===== src/hw/rtl/brd_pkg.sv =====
// ----------------------------------------------------------------------------
// brd_pkg
// shared constants and types of the bilinear rggb debayer
// ----------------------------------------------------------------------------
package brd_pkg;

  // frame limits
  localparam int MAX_ROW_SAMPLES = 2048;
  localparam int MAX_ROWS        = 2048;
  localparam int MIN_DIM         = 3;

  // field widths
  localparam int SAMPLE_W = 16;
  localparam int CFG_W    = 12;
  localparam int PITCH_W  = 13;
  localparam int COLOR_W  = 24;
  localparam int IDX_W    = 24;
  localparam int CHAN_W   = 8;

  // position widths
  localparam int COL_W    = $clog2(MAX_ROW_SAMPLES);
  localparam int ROWLEN_W = $clog2(MAX_ROW_SAMPLES + 1);
  localparam int ROWS_W   = $clog2(MAX_ROWS + 1);

  // line memory holds both stored rows of one column
  localparam int LINE_W = 2 * SAMPLE_W;

  // register reset values
  localparam logic [CFG_W-1:0]   RST_ACTIVE_WIDTH  = CFG_W'(640);
  localparam logic [CFG_W-1:0]   RST_ACTIVE_HEIGHT = CFG_W'(480);
  localparam logic [CFG_W-1:0]   RST_ROW_SAMPLES   = CFG_W'(640);
  localparam logic [PITCH_W-1:0] RST_OUTPUT_PITCH  = PITCH_W'(640);

  // register indexes
  typedef enum logic [1:0] {
    CFG_ACTIVE_WIDTH  = 2'd0,
    CFG_ACTIVE_HEIGHT = 2'd1,
    CFG_ROW_SAMPLES   = 2'd2,
    CFG_OUTPUT_PITCH  = 2'd3
  } brd_cfg_e;

  // 3x3 neighbourhood, p[row][col], col 2 newest
  typedef struct packed {
    logic [2:0][2:0][SAMPLE_W-1:0] p;
    logic                          x_odd;
    logic                          y_odd;
  } brd_win_t;

endpackage


===== src/hw/rtl/brd_interp.sv =====
// ----------------------------------------------------------------------------
// brd_interp
// bilinear colour reconstruction of one site from its 3x3 neighbourhood
// ----------------------------------------------------------------------------
module brd_interp (
  input  brd_pkg::brd_win_t                win_i,
  output logic [brd_pkg::COLOR_W-1:0]      color_o
);

  localparam int SW = brd_pkg::SAMPLE_W;

  // drop two bits and saturate to one byte
  function automatic logic [brd_pkg::CHAN_W-1:0] to_byte(input logic [SW-1:0] v);
    logic [SW-3:0] sh;
    sh = v[SW-1:2];
    if (sh > (SW-2)'(255)) begin
      return brd_pkg::CHAN_W'(255);
    end
    return sh[brd_pkg::CHAN_W-1:0];
  endfunction

  logic [SW+1:0] cross_sum, diag_sum;
  logic [SW:0]   horiz_sum, vert_sum;
  logic [SW-1:0] cross_avg, diag_avg, horiz_avg, vert_avg, cen;
  logic [SW-1:0] red, grn, blu;

  // neighbour sums
  assign cross_sum = {2'b00, win_i.p[1][0]} + {2'b00, win_i.p[1][2]}
                   + {2'b00, win_i.p[0][1]} + {2'b00, win_i.p[2][1]};
  assign diag_sum  = {2'b00, win_i.p[0][0]} + {2'b00, win_i.p[0][2]}
                   + {2'b00, win_i.p[2][0]} + {2'b00, win_i.p[2][2]};
  assign horiz_sum = {1'b0, win_i.p[1][0]} + {1'b0, win_i.p[1][2]};
  assign vert_sum  = {1'b0, win_i.p[0][1]} + {1'b0, win_i.p[2][1]};

  assign cross_avg = cross_sum[SW+1:2];
  assign diag_avg  = diag_sum[SW+1:2];
  assign horiz_avg = horiz_sum[SW:1];
  assign vert_avg  = vert_sum[SW:1];
  assign cen       = win_i.p[1][1];

  // pick by bayer phase
  always_comb begin
    case ({win_i.y_odd, win_i.x_odd})
      2'b00: begin
        red = cen;       grn = cross_avg; blu = diag_avg;
      end
      2'b01: begin
        red = horiz_avg; grn = cen;       blu = vert_avg;
      end
      2'b10: begin
        red = vert_avg;  grn = cen;       blu = horiz_avg;
      end
      default: begin
        red = diag_avg;  grn = cross_avg; blu = cen;
      end
    endcase
  end

  assign color_o = {to_byte(red), to_byte(grn), to_byte(blu)};

endmodule


===== config.mk =====
export PLATFORM = sky130hd
export DESIGN_NAME = brd_interp
export DESIGN_NICKNAME = d
export VERILOG_FILES = /design/src/hw/rtl/brd_pkg.sv /design/src/hw/rtl/brd_interp.sv
export SDC_FILE = /design/constraint.sdc
export NUM_CORES = 1
export LEC_CHECK = 0
export BUFFER_PORTS_ARGS = -buffer_cell sky130_fd_sc_hd__buf_2
export CAP_MARGIN = 20
export CORE_UTILIZATION = 45
export DETAILED_ROUTE_END_ITERATION = 7
export GPL_TIMING_DRIVEN = 0
export PLACE_DENSITY_LB_ADDON = 0.25
export SYNTH_ARGS = -nofsm -noshare
export SYNTH_HDL_FRONTEND = slang
export SYNTH_SLANG_ARGS = --single-unit

===== constraint.sdc =====
create_clock -name vclk -period 7.4
set_input_delay 1.48 -clock vclk [all_inputs]
set_output_delay 1.48 -clock vclk [all_outputs]
set_load 0.1 [all_outputs]

==> results of run 1 <==
## metrics by stage
step | power, uW | util [%] | cell area, sq um
floorplan | 753.8 | - | 5046
global placement | 938.5 | 55.68 | 6062
detailed placement | 955.8 | 55.68 | 6062
CTS | 971.3 | 55.95 | 6092
global route | 1108 | 56.32 | 6132
finish | 993.6 | 56.32 | 6132
## placed cells by master (no fill, tap or decap), types with 10 or more instances in the layout
| cell type | n |
|---|---|
| inv_1 | 177 |
| buf_2 | 166 |
| ha_1 | 64 |
| fa_1 | 62 |
| nand2_1 | 42 |
| nor2_1 | 38 |
| a21oi_1 | 36 |
| nand3_1 | 19 |
| o21ai_0 | 17 |
| xnor2_1 | 17 |
| a21o_1 | 12 |
| xor2_1 | 12 |
| nor3_1 | 11 |
| or3_1 | 10 |
## power breakdown
part	total, uW	internal [uW]	leakage (uW)	switching (uW)
sequential	0	0	0	0
combinational	994	384	0.00338	610
clock	0	0	0	0
## layer usage
| metal | vias to the layer above | wire [um] | track usage, % |
|---|---|---|---|
| met4 | 0 | 232 | 3.816 |
| met5 | - | 0 | 0 |
| met1 | 2476 | 5679 | 28.49 |
| met2 | 168 | 6419 | 41.07 |
| li1 | 2607 | - | - |
| met3 | 14 | 738 | 1.090 |
## area by class of cell
type / instances / area [sq um]
fill: 1084 / 4756
multi-input combinational: 482 / 4398
timing repair buffer: 168 / 845.8
inverter: 177 / 664.4
tap: 140 / 175.2
buffer: 11 / 48.80
## logic make-up after synthesis
logic type      after synthesis  synth area share [%]
buf+inv                     190                 14.28
simple gates                162                 15.75
compound gates              161                 23.66
fa+ha+maj                   126                 40.47
xor+xnor                     29                 5.033
mux                           4                0.8183
## timing repair
action / CTS / global route
resized for setup: 7 / 10
setup endpoints to repair: 13 / 24
hold buffers: 0 / 0
pin swaps: 0 / 1
endpoints found under the hold margin: 0 / 0
## final timing paths
path	slack, ns	from	to	cells after the start
worst max-delay path	0.20	win_i[9]	color_o[7]	16
worst min-delay path	3.52	win_i[68]	color_o[8]	3
==> results_dict.tcl, run 1 <==
set metrics [dict create \
    status "completed" \
    ant_nets 0 \
    powerDensity_nw_per_um2 162.0 \
    yosysSeqAreaShare_pct 0 \
    finalHoldViolCount 0 \
    cp.required_ns 5.92 \
    layout-drive-gt1-share_pct 23.15 \
    path_max_fanout 8 \
    die_area_sq_um 11640 \
    cp_slowest_cell "fa_1" \
    fin_cells 978 \
    dr.pass1.iters 5 \
    rows 38 \
    slowest_delay_ns 0.51 \
    irDropWorstVdd_uv 103.9 \
    synth.top_cells.by_count "inv_1, ha_1, fa_1" \
    netlist.area_leader.share_pct 24.60 \
    synthToLayoutAreaGrowth_pct 21.52 \
    fin_setup_tns_ns 0 \
    cap_violations 0 \
    arrival_ns 5.72 \
    antenna_found_initial 0 \
    worstMarginPinSlew_ns 0.5560 \
    synthesis.area_sq_um 5046 \
    cp_top_family "adder cells" \
    drtIter0Drc 228 \
    core_sq_um 10890 \
    crit_type "primary input to primary output" \
    die_w_um 107.9 \
    synthesis.nets 944 \
    synth_cell_types 68 \
    vias 5265 \
    grt_usage_pct 22.17 \
    seq_area_sq_um 0 \
    postCtsSetupBuffers 0 \
    cp-end-kind "primary output" \
    grt_max_degree 11 \
    yosysMostFrequentCell "inv_1" \
    routedWlPerCell_um 13.36 \
    synth.area.top_cells "fa_1, ha_1, inv_1" \
    setup_viol_count_final 0 \
    start_util_pct 46.35 \
    worst_setup_path_start_kind "primary input" \
    vias_per_cell 5.383 \
    syn_inst 672 \
    p_leak_uw 0.003378 \
    seq_cells 0 \
    relSlewSlack_pct 62.69 \
    crit_chain "buf_2 > inv_1 > fa_1 > fa_1 > inv_1 > ha_1 > and2_1 > nand2_1 > o221ai_1 > a41oi_2 > xnor2_1 > a2111oi_2 > nand3_1 > a221o_2 > or3_1 > clkbuf_4" \
    cp.buffers_inverters 4 \
    place_congestion 0.8812 \
    holdCritPathClass "primary input to primary output" \
    route.final.wire_length_mm 13.07 \
    synth_warnings 0 \
    grt_pass1_wl_mm 21.24 \
    io_buffers 168 \
    drv_slew 0 \
    yosys.area.top_type "fa_1" \
    diodes 0 \
    dp.cells 980 \
    max_freq_ghz 0.1388 \
    dp_hpwl_mm 11.68 \
    grt_pass1_vias 4913 \
    min_period_over_period_pct 97.35 \
    period_needed_ns 7.204 \
    pre_cts_ws_ns -0.4794 \
    fin_ws_ns 0.1964 \
    drc 0 \
    clock_buffer_count 0 \
    whs_ns 3.521 \
    dieHeight_um 107.9 \
    io_pins 170 \
    grt.overflow.total 0 \
    synth.avg_cell_area_sq_um 7.509 \
    finalNetCount 1112 \
]
No activity file was read; power rests on OpenSTA's default activity.
==> inputs of run 2 (changes only) <==
==> constraint.sdc (replaced) <==
create_clock -name vclk -period 7.4
set_input_delay 0.37 -clock vclk [all_inputs]
set_output_delay 0.37 -clock vclk [all_outputs]
set_load 0.01 [all_outputs]
==> results_dict.tcl, run 2 (same netlist as run 1, synthesis figures left out) <==
set metrics [dict create \
    postCtsSetupBuffers 0 \
    dieHeight_um 107.9 \
    finalHoldViolCount 0 \
    min_period_over_period_pct 69.04 \
    status "completed" \
    drtIter0Drc 194 \
    synthToLayoutAreaGrowth_pct 20.28 \
    cts_hold_buffers 0 \
    arrival_ns 4.74 \
    place_congestion 0.8812 \
    vias_per_cell 5.316 \
    setup_viol_count_final 0 \
    holdCritPathClass "primary input to primary output" \
    grt_max_degree 11 \
    cp.required_ns 7.03 \
    rsz0062_at_grt "no" \
    drv_slew 0 \
    die_w_um 107.9 \
    slowest_delay_ns 0.72 \
    cp.buffers_inverters 5 \
    pre_cts_ws_ns 2.038 \
    worst_setup_path_start_kind "primary input" \
    seq_area_sq_um 0 \
    grt_usage_pct 22.18 \
    route.final.wire_length_mm 12.93 \
    routedWlPerCell_um 13.18 \
    final_cell_mix "inv_1, buf_2, ha_1" \
    fin_ws_ns 2.291 \
    antenna_found_initial 0 \
    dp_hpwl_mm 11.68 \
    grt_pass1_vias 4912 \
    period_needed_ns 5.109 \
    cp-end-kind "primary output" \
    diodes 0 \
    ctsResizeCount 0 \
    path_max_fanout 8 \
    rows 38 \
    vias 5215 \
    seq_cells 0 \
    grt_pass1_wl_mm 21.24 \
    start_util_pct 46.35 \
    powerDensity_nw_per_um2 141.1 \
    io_buffers 168 \
    cap_violations 0 \
    core_sq_um 10890 \
    worstMarginPinSlew_ns 0.7685 \
    layout-drive-gt1-share_pct 22.12 \
    clock_buffer_count 0 \
    io_pins 170 \
    crit_chain "buf_2 > inv_1 > fa_1 > fa_1 > inv_1 > ha_1 > nand4b_1 > a2111oi_0 > o31ai_1 > o21ai_0 > nand2_1 > and3_1 > a2111oi_0 > o31ai_1 > clkbuf_4 > o32a_1 > buf_2" \
    fin_setup_tns_ns 0 \
    cp_top_family "compound AO/OA/AOI/OAI gates" \
    ant_nets 0 \
    irDropWorstVdd_uv 88.42 \
    drc 0 \
    final_common_cell "inv_1" \
    dr.pass1.iters 5 \
    p_leak_uw 0.003379 \
    crit_type "primary input to primary output" \
    finalNetCount 1115 \
    cp_slowest_cell "a2111oi_0" \
    max_freq_ghz 0.1957 \
    die_area_sq_um 11640 \
    grt.overflow.total 0 \
    relSlewSlack_pct 47.45 \
]
[run 2: cell types whose count changed in the layout (fill, tap and decap cells not counted), sizes merged]
cell    previous run  this run
buf              169       170
clkbuf            10        12
[run 2: metal layers]
layer	up-vias	global-route usage [%]	routed length, um
met4	0	3.816	232
met5	-	0	0
li1	2611	-	-
met1	2445	28.42	5671
met2	145	41.21	6349
met3	14	1.090	677
[run 2: worst paths after layout]
check | depth (start not counted) | to | slack, ns | startpoint
max | 17 | color_o[8] | 2.29 | win_i[20]
min | 3 | color_o[9] | 1.11 | win_i[69]
[run 2: through the flow]
step                      hold slack [ns]  util, %  instance area (sq um)  total power (uW)  instances
after floorplan                    0.8952        -                   5046             647.4        672
after global routing                1.134    55.75                   6070             973.1        981
after CTS                           1.116    55.68                   6062             855.5        980
after global placement              1.113    55.68                   6062             832.1        980
final                               1.112    55.75                   6070             856.4        981
after detailed placement            1.113    55.68                   6062             849.3        980
[run 2: power by group]
part,internal (uW),leakage [uW],switching [uW]
clock,0,0,0
sequential,0,0,0
combinational,375,0.00338,481
total,375,0.00338,481
[run 2: layout make-up]
cell class                      instances  area, sq um
Buffer                                 13        56.30
Fill cell                            1091         4818
Inverter                              177        664.4
Multi-Input combinational cell        482         4325
Tap cell                              140        175.2
Timing Repair Buffer                  169        848.3
==> inputs of run 3 (changes only) <==
==> constraint.sdc (replaced) <==
create_clock -name vclk -period 4.7
set_input_delay 0.235 -clock vclk [all_inputs]
set_output_delay 0.235 -clock vclk [all_outputs]
set_load 0.01 [all_outputs]
==> results_dict.tcl, run 3 (same netlist as run 1, synthesis figures left out) <==
set metrics [dict create \
    status "completed" \
    cp_slowest_cell "fa_1" \
    route.final.wire_length_mm 13.23 \
    cp-end-kind "primary output" \
    cp.required_ns 4.47 \
    core_sq_um 10890 \
    fin_cells 980 \
    grt_max_degree 11 \
    drtIter0Drc 209 \
    slowest_delay_ns 0.52 \
    worstMarginPinSlew_ns 0.5429 \
    drc 0 \
    io_buffers 168 \
    vias_per_cell 5.374 \
    max_freq_ghz 0.2242 \
    rsz0062_at_grt "no" \
    powerDensity_nw_per_um2 230.8 \
    grt_pass1_wl_mm 21.24 \
    final_common_cell "inv_1" \
    layout-drive-gt1-share_pct 23.81 \
    io_pins 170 \
    finalNetCount 1114 \
    rows 38 \
    min_period_over_period_pct 94.90 \
    setup_viol_count_final 0 \
    relSlewSlack_pct 63.56 \
    dp_hpwl_mm 11.68 \
    die_area_sq_um 11640 \
    utilization_pct 56.69 \
    irDropWorstVdd_uv 149.3 \
    fin_setup_tns_ns 0 \
    diodes 0 \
    crit_type "primary input to primary output" \
    start_util_pct 46.35 \
    path_max_fanout 8 \
    cp.buffers_inverters 4 \
    cap_violations 0 \
    dp.cells 980 \
    cp_top_family "compound AO/OA/AOI/OAI gates" \
    synthToLayoutAreaGrowth_pct 22.32 \
    dr.pass1.iters 5 \
    fillers 1085 \
    die_w_um 107.9 \
    routedWlPerCell_um 13.50 \
    final_cell_mix "inv_1, buf_2, ha_1" \
    drv_slew 0 \
    ant_nets 0 \
    seq_cells 0 \
    period_needed_ns 4.460 \
    vias 5267 \
    grt.overflow.total 0 \
    finalHoldViolCount 0 \
    dieHeight_um 107.9 \
    grt_pass1_vias 4913 \
    grt_usage_pct 22.17 \
    antenna_found_initial 0 \
    worst_setup_path_start_kind "primary input" \
    p_leak_uw 0.003387 \
    holdCritPathClass "primary input to primary output" \
    arrival_ns 4.23 \
    clock_buffer_count 0 \
    place_congestion 0.8812 \
    crit_chain "buf_2 > inv_1 > fa_1 > fa_1 > inv_1 > ha_1 > nand4b_1 > a2111oi_4 > o31ai_2 > o21ai_0 > nand2_1 > and3_1 > a2111oi_2 > o31ai_4 > o32a_1 > buf_2" \
    seq_area_sq_um 0 \
]
-- run 3: changes by cell type in the layout (fill, tap and decap cells not counted), sizes merged --
cell	delta
clkbuf	-3
buf	+2
-- run 3: power by group --
part / switching (uW) / internal (uW) / total (uW) / leakage [uW]
registers: 0 / 0 / 0 / 0
clock network: 0 / 0 / 0 / 0
logic: 809 / 616 / 1420 / 0.00339
-- run 3: metrics by stage --
stage               total power (uW)  cell area (sq um)  setup WS [ns]  hold slack (ns)
floorplan                       1019               5046         0.6161           0.6252
global placement                1310               6062        -0.2776           0.8432
detailed placement              1337               6062        -0.3920           0.8429
CTS                             1362               6087     0.00004885           0.8456
global route                    1606               6172       0.008675           0.8645
finish                          1425               6172         0.2396           0.8392
-- run 3: final cells by class --
cell class / count / area, sq um / area share, %
Buffer: 11 / 48.80 / 0.7906
Timing Repair Buffer: 170 / 855.8 / 13.87
Inverter: 177 / 664.4 / 10.76
Tap cell: 140 / 175.2 / 2.838
Multi-Input combinational cell: 482 / 4428 / 71.74
-- run 3: layer usage --
metal / wire length, um / vias up / global-route usage, %
li1: - / 2609 / -
met1: 5699 / 2491 / 28.49
met2: 6572 / 153 / 41.07
met3: 728 / 14 / 1.090
met4: 230 / 0 / 3.816
met5: 0 / - / 0
-- run 3: what timing repair did --
item,in CTS,in global routing
endpoints found under the setup margin,15,20
buffers inserted,0,2
hold buffers,0,0
resized for setup,6,13
pin swaps,0,2
-- run 3: worst paths after layout --
| check | from | slack [ns] | to | cells past startpoint |
|---|---|---|---|---|
| max | win_i[20] | 0.24 | color_o[8] | 16 |
| min | win_i[69] | 0.84 | color_o[9] | 3 |
